File: config.mk
export PLATFORM = sky130hd
export DESIGN_NAME = task_timeout_table
export DESIGN_NICKNAME = d
export VERILOG_FILES = /design/src/hw/rtl/tto_pkg.sv /design/src/hw/rtl/tto_cell.sv /design/src/hw/rtl/tto_update.sv /design/src/hw/rtl/task_timeout_table.sv
export SDC_FILE = /design/constraint.sdc
export NUM_CORES = 2
export LEC_CHECK = 0
export ABC_AREA = 1
export BUFFER_PORTS_ARGS = -buffer_cell sky130_fd_sc_hd__buf_2
export CAP_MARGIN = 20
export CELL_PAD_IN_SITES_DETAIL_PLACEMENT = 1
export CELL_PAD_IN_SITES_GLOBAL_PLACEMENT = 1
export CORE_ASPECT_RATIO = 0.9
export CORE_UTILIZATION = 30
export CTS_CLUSTER_SIZE = 8
export DETAILED_ROUTE_END_ITERATION = 7
export GPL_ROUTABILITY_DRIVEN = 0
export MAX_ROUTING_LAYER = met4
export PLACE_DENSITY_LB_ADDON = 0.1
export SLEW_MARGIN = 25
export SYNTH_ARGS = -nofsm -noshare
export SYNTH_HDL_FRONTEND = slang
export SYNTH_HIERARCHICAL = 1
export SYNTH_SLANG_ARGS = --single-unit
File: constraint.sdc
create_clock -name clk_i -period 6.4 [get_ports clk_i]
set_input_delay 1.28 -clock clk_i [delete_from_list [all_inputs] [get_ports clk_i]]
set_output_delay 1.28 -clock clk_i [all_outputs]
set_load 0.02 [all_outputs]
File: src/hw/rtl/tto_pkg.sv
`timescale 1ns / 1ps
`default_nettype none
// ----------------------------------------------------------------------------
// tto_pkg
// Shared types and codes of the task timeout table.
// ----------------------------------------------------------------------------
package tto_pkg;

  localparam int unsigned IndexW = 4;
  localparam int unsigned MaskW  = 16;
  localparam int unsigned TimeW  = 32;
  localparam int unsigned PrioW  = 8;

  typedef enum logic [1:0] {
    OP_TICK   = 2'd0,
    OP_WRITE  = 2'd1,
    OP_RESUME = 2'd2,
    OP_QUERY  = 2'd3
  } opcode_e;

  typedef enum logic [1:0] {
    ST_OK            = 2'd0,
    ST_NOT_INSTALLED = 2'd1,
    ST_NOT_WAITING   = 2'd2
  } status_e;

  typedef struct packed {
    opcode_e             opcode;
    logic [IndexW-1:0]   entry_index;
    logic [TimeW-1:0]    elapsed_ticks;
    logic [TimeW-1:0]    new_timeout;
    logic                new_installed;
    logic                new_waiting;
    logic [PrioW-1:0]    new_priority;
    logic [PrioW-1:0]    running_priority;
    logic                running_idle;
  } tto_req_t;

  typedef struct packed {
    status_e             status;
    logic                preempt;
    logic [MaskW-1:0]    woken_mask;
    logic [TimeW-1:0]    next_wake;
    logic                pending_finite;
  } tto_rsp_t;

  // per-entry outcome of the head update
  typedef struct packed {
    logic    woke;
    logic    preempt;
    status_e status;
  } upd_flags_t;

endpackage
`default_nettype wire

File: src/hw/rtl/tto_cell.sv
`timescale 1ns / 1ps
`default_nettype none
// ----------------------------------------------------------------------------
// tto_cell
// One slot of the entry ring; takes its neighbour's entry on every shift.
// ----------------------------------------------------------------------------
module tto_cell #(
  parameter int unsigned PRIO_BITS    = 8,
  parameter int unsigned TIMEOUT_BITS = 32
) (
  input  wire                     clk_i,
  input  wire                     rst_ni,
  input  wire                     shift_i,
  input  wire                     inst_i,
  input  wire                     wait_i,
  input  wire  [TIMEOUT_BITS-1:0] rt_i,
  input  wire  [PRIO_BITS-1:0]    prio_i,
  input  wire                     mark_i,
  output logic                    inst_o,
  output logic                    wait_o,
  output logic [TIMEOUT_BITS-1:0] rt_o,
  output logic [PRIO_BITS-1:0]    prio_o,
  output logic                    mark_o
);

  logic                    inst_q;
  logic                    wait_q;
  logic [TIMEOUT_BITS-1:0] rt_q;
  logic [PRIO_BITS-1:0]    prio_q;
  logic                    mark_q;

  always_ff @(posedge clk_i or negedge rst_ni) begin
    if (!rst_ni) begin
      inst_q <= 1'b0;
      wait_q <= 1'b0;
      rt_q   <= '0;
      prio_q <= '0;
      mark_q <= 1'b0;
    end else if (shift_i) begin
      inst_q <= inst_i;
      wait_q <= wait_i;
      rt_q   <= rt_i;
      prio_q <= prio_i;
      mark_q <= mark_i;
    end
  end

  assign inst_o = inst_q;
  assign wait_o = wait_q;
  assign rt_o   = rt_q;
  assign prio_o = prio_q;
  assign mark_o = mark_q;

endmodule
`default_nettype wire

File: src/hw/rtl/tto_update.sv
`timescale 1ns / 1ps
`default_nettype none
// ----------------------------------------------------------------------------
// tto_update
// Applies the current command to the entry leaving the head of the ring.
// ----------------------------------------------------------------------------
module tto_update #(
  parameter int unsigned PRIO_BITS    = 8,
  parameter int unsigned TIMEOUT_BITS = 32
) (
  input  tto_pkg::tto_req_t       req_i,
  input  wire                     hit_i,
  input  wire                     inst_i,
  input  wire                     wait_i,
  input  wire  [TIMEOUT_BITS-1:0] rt_i,
  input  wire  [PRIO_BITS-1:0]    prio_i,
  input  wire                     mark_i,
  output logic                    inst_o,
  output logic                    wait_o,
  output logic [TIMEOUT_BITS-1:0] rt_o,
  output logic [PRIO_BITS-1:0]    prio_o,
  output logic                    mark_o,
  output tto_pkg::upd_flags_t     flags_o
);
  import tto_pkg::*;

  localparam logic [TIMEOUT_BITS-1:0] ToInf = {TIMEOUT_BITS{1'b1}};

  logic [TIMEOUT_BITS-1:0] elapsed;
  logic [TIMEOUT_BITS-1:0] diff;
  logic [TIMEOUT_BITS-1:0] sub;
  logic                    borrow;
  logic                    finite;
  logic [PRIO_BITS-1:0]    run_prio;

  assign elapsed  = req_i.elapsed_ticks[TIMEOUT_BITS-1:0];
  assign run_prio = req_i.running_priority[PRIO_BITS-1:0];
  assign finite   = (rt_i != ToInf);
  assign {borrow, diff} = {1'b0, rt_i} - {1'b0, elapsed};
  assign sub      = borrow ? '0 : diff;

  always_comb begin
    inst_o          = inst_i;
    wait_o          = wait_i;
    rt_o            = rt_i;
    prio_o          = prio_i;
    mark_o          = mark_i;
    flags_o.woke    = 1'b0;
    flags_o.status  = ST_OK;
    unique case (req_i.opcode)
      OP_TICK: begin
        // woken entries land on zero, so the second pass leaves them alone
        if (finite && (wait_i || inst_i)) begin
          rt_o = sub;
        end
        if (finite && wait_i && (sub == '0)) begin
          wait_o       = 1'b0;
          mark_o       = 1'b1;
          flags_o.woke = 1'b1;
        end
      end
      OP_WRITE: begin
        if (hit_i) begin
          inst_o = req_i.new_installed;
          wait_o = req_i.new_waiting;
          rt_o   = req_i.new_timeout[TIMEOUT_BITS-1:0];
          prio_o = req_i.new_priority[PRIO_BITS-1:0];
          mark_o = 1'b0;
        end
      end
      OP_RESUME: begin
        if (hit_i) begin
          if (!inst_i) begin
            flags_o.status = ST_NOT_INSTALLED;
          end else if (!wait_i) begin
            flags_o.status = ST_NOT_WAITING;
          end else begin
            wait_o       = 1'b0;
            mark_o       = 1'b1;
            flags_o.woke = 1'b1;
          end
        end
      end
      default: begin
      end
    endcase
    flags_o.preempt = flags_o.woke && ((prio_i < run_prio) || req_i.running_idle);
  end

endmodule
`default_nettype wire

File: src/hw/rtl/task_timeout_table.sv
`timescale 1ns / 1ps
`default_nettype none
// ----------------------------------------------------------------------------
// task_timeout_table
// Task timeout table: ticks, entry writes, forced resumes and queries.
// ----------------------------------------------------------------------------
// Usage:
//   A command in req_i is taken on a clock edge with start high and busy low.
//   The entries sit in a ring of NUM_ENTRIES cells that rotates by one cell a
//   cycle while a command runs; the command is applied to the entry leaving
//   the head cell, and the summary (next wake, pending timeout) is gathered
//   from the tail cell in the next cycle. One full turn of the ring restores
//   every entry to its cell. busy is high from the transfer through the turn
//   of the ring and the summary state; done_o then pulses for one cycle with
//   the result on rsp_o, in the same cycle busy falls, so a new command may
//   be started then. The block takes no new command while it is busy, so a
//   command is finished, with its result, before the next one is taken.
//   The receiver cannot stall: the result is valid only while done_o is high.
//   Reset clears every entry (not installed, not waiting, zero timeout and
//   priority) and returns the block to idle with no result pending.
// ----------------------------------------------------------------------------
module task_timeout_table #(
  parameter int unsigned NUM_ENTRIES  = 16,
  parameter int unsigned PRIO_BITS    = 8,
  parameter int unsigned TIMEOUT_BITS = 32
) (
  input  wire                clk_i,
  input  wire                rst_ni,
  input  wire                start,
  output logic               busy,
  input  tto_pkg::tto_req_t  req_i,
  output logic               done_o,
  output tto_pkg::tto_rsp_t  rsp_o
);
  import tto_pkg::*;

  localparam int unsigned IdxW = (NUM_ENTRIES > 1) ? $clog2(NUM_ENTRIES) : 1;
  localparam int unsigned CmpW = (IdxW > IndexW) ? IdxW : IndexW;
  localparam logic [TIMEOUT_BITS-1:0] ToInf = {TIMEOUT_BITS{1'b1}};

  typedef enum logic [2:0] {
    S_IDLE = 3'b001,
    S_RUN  = 3'b010,
    S_SUM  = 3'b100
  } state_e;

  state_e                  state_q, state_d;
  tto_req_t                req_q;
  logic [IdxW-1:0]         step_q, step_d;
  logic                    preempt_q, preempt_d;
  logic [MaskW-1:0]        woken_q, woken_d;
  status_e                 status_q, status_d;
  logic [TIMEOUT_BITS-1:0] next_q, next_d;
  logic                    pend_q, pend_d;
  tto_rsp_t                rsp_q, rsp_d;
  logic                    done_q, done_d;

  // ring
  logic [NUM_ENTRIES-1:0]  c_inst;
  logic [NUM_ENTRIES-1:0]  c_wait;
  logic [NUM_ENTRIES-1:0]  c_mark;
  logic [TIMEOUT_BITS-1:0] c_rt   [NUM_ENTRIES];
  logic [PRIO_BITS-1:0]    c_prio [NUM_ENTRIES];

  logic                    u_inst, u_wait, u_mark;
  logic [TIMEOUT_BITS-1:0] u_rt;
  logic [PRIO_BITS-1:0]    u_prio;
  upd_flags_t              flags;
  logic                    hit;
  logic                    shift;
  logic                    last_step;
  logic [TIMEOUT_BITS-1:0] sum_next;
  logic                    sum_pend;
  logic [TIMEOUT_BITS-1:0] tail_rt;
  logic                    tail_wait;
  logic                    tail_inst;
  logic                    start_ok;
  status_e                 status_init;

  assign shift     = (state_q == S_RUN);
  assign hit       = (CmpW'(req_q.entry_index) == CmpW'(step_q));
  assign last_step = (step_q == IdxW'(NUM_ENTRIES - 1));
  assign start_ok  = start && (state_q == S_IDLE);

  for (genvar k = 0; k < NUM_ENTRIES; k++) begin : g_cell
    if (k == NUM_ENTRIES - 1) begin : g_tail
      tto_cell #(
        .PRIO_BITS    (PRIO_BITS),
        .TIMEOUT_BITS (TIMEOUT_BITS)
      ) u_cell (
        .clk_i   (clk_i),
        .rst_ni  (rst_ni),
        .shift_i (shift),
        .inst_i  (u_inst),
        .wait_i  (u_wait),
        .rt_i    (u_rt),
        .prio_i  (u_prio),
        .mark_i  (u_mark),
        .inst_o  (c_inst[k]),
        .wait_o  (c_wait[k]),
        .rt_o    (c_rt[k]),
        .prio_o  (c_prio[k]),
        .mark_o  (c_mark[k])
      );
    end else begin : g_body
      tto_cell #(
        .PRIO_BITS    (PRIO_BITS),
        .TIMEOUT_BITS (TIMEOUT_BITS)
      ) u_cell (
        .clk_i   (clk_i),
        .rst_ni  (rst_ni),
        .shift_i (shift),
        .inst_i  (c_inst[k+1]),
        .wait_i  (c_wait[k+1]),
        .rt_i    (c_rt[k+1]),
        .prio_i  (c_prio[k+1]),
        .mark_i  (c_mark[k+1]),
        .inst_o  (c_inst[k]),
        .wait_o  (c_wait[k]),
        .rt_o    (c_rt[k]),
        .prio_o  (c_prio[k]),
        .mark_o  (c_mark[k])
      );
    end
  end

  tto_update #(
    .PRIO_BITS    (PRIO_BITS),
    .TIMEOUT_BITS (TIMEOUT_BITS)
  ) u_update (
    .req_i   (req_q),
    .hit_i   (hit),
    .inst_i  (c_inst[0]),
    .wait_i  (c_wait[0]),
    .rt_i    (c_rt[0]),
    .prio_i  (c_prio[0]),
    .mark_i  (c_mark[0]),
    .inst_o  (u_inst),
    .wait_o  (u_wait),
    .rt_o    (u_rt),
    .prio_o  (u_prio),
    .mark_o  (u_mark),
    .flags_o (flags)
  );

  // summary over the entry that entered the tail cell last cycle
  assign tail_rt   = c_rt[NUM_ENTRIES-1];
  assign tail_wait = c_wait[NUM_ENTRIES-1];
  assign tail_inst = c_inst[NUM_ENTRIES-1];
  assign sum_next  = (tail_wait && (tail_rt < next_q)) ? tail_rt : next_q;
  assign sum_pend  = pend_q ||
                     (tail_wait && tail_inst && (tail_rt != '0) && (tail_rt != ToInf));

  assign status_init = ((req_i.opcode == OP_RESUME) &&
                        (32'(req_i.entry_index) >= 32'(NUM_ENTRIES))) ?
                       ST_NOT_INSTALLED : ST_OK;

  always_comb begin
    state_d   = state_q;
    step_d    = step_q;
    preempt_d = preempt_q;
    woken_d   = woken_q;
    status_d  = status_q;
    next_d    = next_q;
    pend_d    = pend_q;
    rsp_d     = rsp_q;
    done_d    = 1'b0;
    unique case (state_q)
      S_IDLE: begin
        if (start) begin
          state_d   = S_RUN;
          step_d    = '0;
          preempt_d = 1'b0;
          woken_d   = '0;
          status_d  = status_init;
          next_d    = ToInf;
          pend_d    = 1'b0;
        end
      end
      S_RUN: begin
        step_d    = step_q + 1'b1;
        preempt_d = preempt_q | flags.preempt;
        if (flags.woke) begin
          woken_d = woken_q | (MaskW'(1) << step_q);
        end
        if (flags.status != ST_OK) begin
          status_d = flags.status;
        end
        if (step_q != '0) begin
          next_d = sum_next;
          pend_d = sum_pend;
        end
        if (last_step) begin
          state_d = S_SUM;
        end
      end
      S_SUM: begin
        state_d              = S_IDLE;
        rsp_d.status         = status_q;
        rsp_d.preempt        = preempt_q;
        rsp_d.woken_mask     = woken_q;
        rsp_d.next_wake      = TimeW'(sum_next);
        rsp_d.pending_finite = sum_pend;
        done_d               = 1'b1;
      end
      default: begin
        state_d = S_IDLE;
      end
    endcase
  end

  always_ff @(posedge clk_i or negedge rst_ni) begin
    if (!rst_ni) begin
      state_q   <= S_IDLE;
      step_q    <= '0;
      preempt_q <= 1'b0;
      woken_q   <= '0;
      status_q  <= ST_OK;
      next_q    <= '0;
      pend_q    <= 1'b0;
      done_q    <= 1'b0;
    end else begin
      state_q   <= state_d;
      step_q    <= step_d;
      preempt_q <= preempt_d;
      woken_q   <= woken_d;
      status_q  <= status_d;
      next_q    <= next_d;
      pend_q    <= pend_d;
      done_q    <= done_d;
    end
  end

  always_ff @(posedge clk_i) begin
    if (start_ok) begin
      req_q <= req_i;
    end
    rsp_q <= rsp_d;
  end

  assign busy   = (state_q != S_IDLE);
  assign done_o = done_q;
  assign rsp_o  = rsp_q;

endmodule
`default_nettype wire

# Word-level counts from Yosys, hierarchy flattened
# Index checks and enable logic that the tools add are counted.
[word_totals]
elab_cells = 173
rom_bits = 0
latch_bits = 0
reg_bits = 873
ramBits = 0
n_memories = 0
[op_classes]
addsub = 2
n_shift = 1
div_mod_pow = 0
reduce_logical = 23
n_bitwise = 2
magnitude_cmp = 2
eq_ne = 15
muxes = 42
multipliers = 0
[ops]
columns = ["op", "count"]
rows = [
  ["32-bit two-way mux", 6],
  ["32-bit case mux with 2 select lines", 2],
  ["32-bit inequality test, second input constant", 2],
  ["32-bit by 32-bit subtractor with 33-bit output", 1],
  ["32-bit logical NOT", 1],
  ["32-bit less-than comparator", 1],
  ["16-bit two-way mux", 2],
  ["16-bit case mux with 2 select lines", 1],
  ["32-bit nonzero test", 1],
  ["8-bit two-way mux", 2],
  ["16-bit bitwise OR", 1],
  ["1-bit by 4-bit << shifter with 16-bit output, first input constant", 1],
  ["1-bit two-way mux", 13],
  ["2-bit two-way mux", 6],
  ["2-bit inequality test, second input constant", 5],
  ["1-bit logical AND", 9],
  ["3-bit AND reduction", 3],
  ["8-bit less-than comparator", 1],
  ["4-bit case mux with 2 select lines", 1],
  ["3-bit two-way mux", 2],
  ["1-bit case mux with 2 select lines", 3],
  ["3-bit case mux with 2 select lines", 1],
  ["4-bit by 1-bit adder with 4-bit output, second input constant", 1],
  ["4-bit equality test", 1],
  ["other kinds (16)", 20],
]

# Depth between registers and ports, before layout
[depth]
depth_word = 9
mapped_depth = 24

# Hierarchy
# The synthesis kept the hierarchy.
[by_module_without_submodules]
columns = ["module", "cells_each", "instances", "area_per_inst_um2"]
rows = [
  ["tto_cell", 182, 16, 1655.3],
  ["task_timeout_table", 717, 1, 8341.8],
  ["tto_update", 945, 1, 4514.3],
]

# Least setup slack after synthesis
# OpenSTA, ideal clock, no wires.
[synth_path]
path_kind = "input port to flip-flop"
start = "in start"
end = "reg req_q[0] (netlist bit), enable pin"
t_required_ns = 5.912
cell_stages = 3
setup_time_ns = 0.488
arrival_time_ns = 4.201
slack_ns = 1.711
cell_sequence = "nand4_2 inv_2 clkbuf_1"
[synth_via]
elab_chain_cells = 1
[synth_rtl]
columns = ["element", "line_no", "source"]
rows = [
  ["start: declaration", "task_timeout_table.sv:29", "input wire start,"],
  ["1-bit logical AND", "task_timeout_table.sv:83", "assign start_ok = start && (state_q == S_IDLE);"],
  ["via start_ok", "task_timeout_table.sv:77", "logic start_ok;"],
  ["end signal: assignment", "task_timeout_table.sv:236", "req_q <= req_i;"],
  ["end: declaration", "task_timeout_table.sv:48", "tto_req_t req_q;"],
]
# The timed path passes the listed nets, and every way through them passes these cells.
# A chain may end at the register's enable or synchronous reset.

==> impl_metrics.py <==
metrics = {
    "status": {
        "status": "completed",
    },
    "route": {
        "wire_per_inst_um": 18.85,
        "firstDrtPassIters": 4,
        "ant_nets": 0,
        "drt_wl_total_um": 120000,
        "via_count": 28600,
        "drtIter0Drc": 1827,
        "via_per_inst": 4.493,
        "remaining_drc_errors": 0,
    },
    "layout": {
        "area_growth_syn_to_layout_pct": 12.64,
        "drive_gt1_frac": 0.07972,
        "nNetsFinal": 4783,
        "n_fill_cell": 15030,
    },
    "die": {
        "start_util": 0.3037,
        "coreArea_sq_um": 127500,
        "io_pins": 146,
        "fp.dieW_um": 380.7,
        "row_count": 124,
        "die_y_um": 342.9,
        "die_area_sq_um": 130500,
    },
    "grt": {
        "overflow": 0,
        "grt_pass1_wl_um": 187200,
        "grt_antenna_before_repair": 12,
        "grt_pass1_vias": 29990,
        "grt_max_degree": 165,
        "grt.total_usage": 0.1922,
    },
    "worst_hold_path": {
        "min-delay-start": "woken_q[2]$_DFFE_PN0P_",
        "min_path_cells": 0,
        "hold_path_class": "reg2reg",
        "min_to": "rsp_o[35]$_DFFE_PP_",
    },
    "worst_setup_path": {
        "critPathLaunchType": "flop",
        "crit_cells": 23,
        "r2r_start": "g_cell[0].g_body.u_cell/rt_o[0]$_DFFE_PN0P_",
        "path_class": "reg2reg",
        "worstRegToRegCells": 23,
        "critPathTopFamily": "simple AND/OR/NAND/NOR gates",
        "r2r_end": "woken_q[5]$_DFFE_PN0P_",
        "crit_fanout": 36,
        "cp-end-kind": "flop",
        "crit_buf_inv": 3,
        "cp_common_cell": "nand2_1",
        "cp_cell_sequence": "inv_2, ha_1, fa_1, inv_1, nand2_2, nand2_1, nand3b_1, nand2_2, nand2_1, nand2_2, nand2_2, nand2_4, nand3_1, nand3_1, inv_1, nand2_1, nor2_2, nand3_2, nand2_1, o21ai_1, nor2_2, nand2_1, a21oi_1",
        "crit_path_max_incr_delay_ns": 0.47,
        "cp.required_ns": 6.94,
        "slowest_stage": "dfrtp_1",
        "r2r_slack_ns": 2.66,
        "cp.arrival_ns": 4.28,
    },
    "sta": {
        "fin_skew_ns": 0.04243,
        "hold_ws_ns": 0.4432,
        "setup_violations": 0,
        "rsz0062_at_grt": "no",
        "final_max_slew_viol_count": 0,
        "finalCritPeriodShare": 0.5839,
        "finalHoldViolCount": 0,
        "min_period_ns": 3.737,
        "max-slew-margin-rel": 0.3482,
        "fmax_ghz": 0.2676,
        "setup_tns_ns": 0,
        "worstMarginPinSlew_ns": 0.9754,
    },
    "clocking": {
        "clkLatencyLatePin_ns": 0.74,
        "cts_resized": 0,
        "cts_buffers": 119,
        "cts_hold_buffers": 0,
        "post_cts_buffers": 0,
        "htreeDepth": 3,
        "cts_tree": "built",
        "path_clk_slew_ns": 0.05,
        "clockBufferDepth": 3,
        "cts_root_buf": "clkbuf_16",
        "cts_sinks": 873,
    },
    "logic_synthesis": {
        "syn_inst": 4503,
        "syn-mean-instance-area_sq_um": 8.601,
        "yosys_warnings": 6,
        "synth_area_sq_um": 38730,
        "syn_nets": 4673,
    },
    "power_and_ir_drop": {
        "leakage_nw": 23.56,
        "ir_drop_mv": 0.2019,
        "powerDensity_nw_per_um2": 318.2,
    },
    "placement": {
        "io_buffers": 145,
        "post-dp-hpwl_um": 80840,
    },
    "run": {
        "drv_cap": 0,
    },
}
## layout make-up
| class | count | area, sq um | area share |
|---|---|---|---|
| flip-flops and latches | 873 | 22550 | 0.5170 |
| well taps | 1701 | 2128 | 0.04879 |
| clock inverters | 7 | 147.6 | 0.003384 |
| diodes | 10 | 25.02 | 0.0005736 |
| repair buffers | 170 | 1044 | 0.02392 |
| clock buffers | 155 | 3113 | 0.07136 |
| multi-input cells | 3116 | 13280 | 0.3045 |
| inverters | 333 | 1333 | 0.03054 |
## layout by cell type (no fill, tap or decap), drive strengths merged
cell / n
nand2: 2601
dfrtp: 731
inv: 332
buf: 170
clkbuf: 155
edfxtp: 141
nand3: 135
nor2: 85
ha: 77
a21oi: 68
o211ai: 28
nand4: 22
nor3: 17
o21ai: 16
nor4: 12
diode: 10
xnor2: 9
o221ai: 9
or2: 8
nand3b: 8
clkinv: 8
a22oi: 5
o21a: 4
o22ai: 3
and3b: 1
and2: 1
a221oi: 1
a31oi: 1
o31ai: 1
dfstp: 1
a32o: 1
o21bai: 1
a21boi: 1
fa: 1
## per-stage QoR
stage          instance area [sq um]  utilization  cells  power [mW]  worst slack (ns)
3_5_place_dp                   40310       0.3161   6192       8.281             2.143
3_3_place_gp                   40310       0.3161   6192       8.281             2.222
6_report                       43630       0.3421   6365       13.88             2.663
4_1_cts                        43570       0.3417   6354       14.20             2.615
5_1_grt                        43630       0.3421   6365       14.59             2.289
2_1_floorplan                  38730            -   4503       7.807             1.711
## flip-flops by register name (all words and copies together) (netlist names), 2 cells and up
name	count
status_q	2
g_cell.g_body.u_cell/prio_o	120
woken_q	16
g_cell.g_body.u_cell/rt_o	480
state_q	3
g_cell.g_tail.u_cell/prio_o	8
g_cell.g_body.u_cell/inst_o	15
rsp_o	52
g_cell.g_body.u_cell/wait_o	15
step_q	4
req_q	89
next_q	32
g_cell.g_tail.u_cell/rt_o	32
## worst max-delay path by stage
stage                     slack, ns                     end                                         from
final                          2.66  woken_q[5]$_DFFE_PN0P_  g_cell[0].g_body.u_cell/rt_o[0]$_DFFE_PN0P_
after global routing           2.29  woken_q[6]$_DFFE_PN0P_  g_cell[0].g_body.u_cell/rt_o[0]$_DFFE_PN0P_
after CTS                      2.62  woken_q[5]$_DFFE_PN0P_  g_cell[0].g_body.u_cell/rt_o[0]$_DFFE_PN0P_
after detailed placement       2.14   next_q[2]$_DFFE_PN0P_                                        start
after global placement         2.22   next_q[5]$_DFFE_PN0P_                                        start
after floorplan                1.71      req_q[0]$_DFFE_PP_                                        start
## report_power, final
part,switching [mW],internal [mW],total [mW]
Combinational,1.55,0.368,1.92
Sequential,0.199,6.01,6.20
Clock,2.42,3.34,5.76
Total,4.17,9.71,13.9
## routing by layer
layer  share of wire  up-vias  routed length [um]  global-route usage
met2            0.43      399               51480              0.2774
met1            0.50    14010               60480              0.2730
met5               0        -                   0                   -
met4           0.020        0                2426             0.04309
met3           0.047      147                5579             0.04314
li1                -    14050                   -                   -
(Power assumes the default switching activity.)
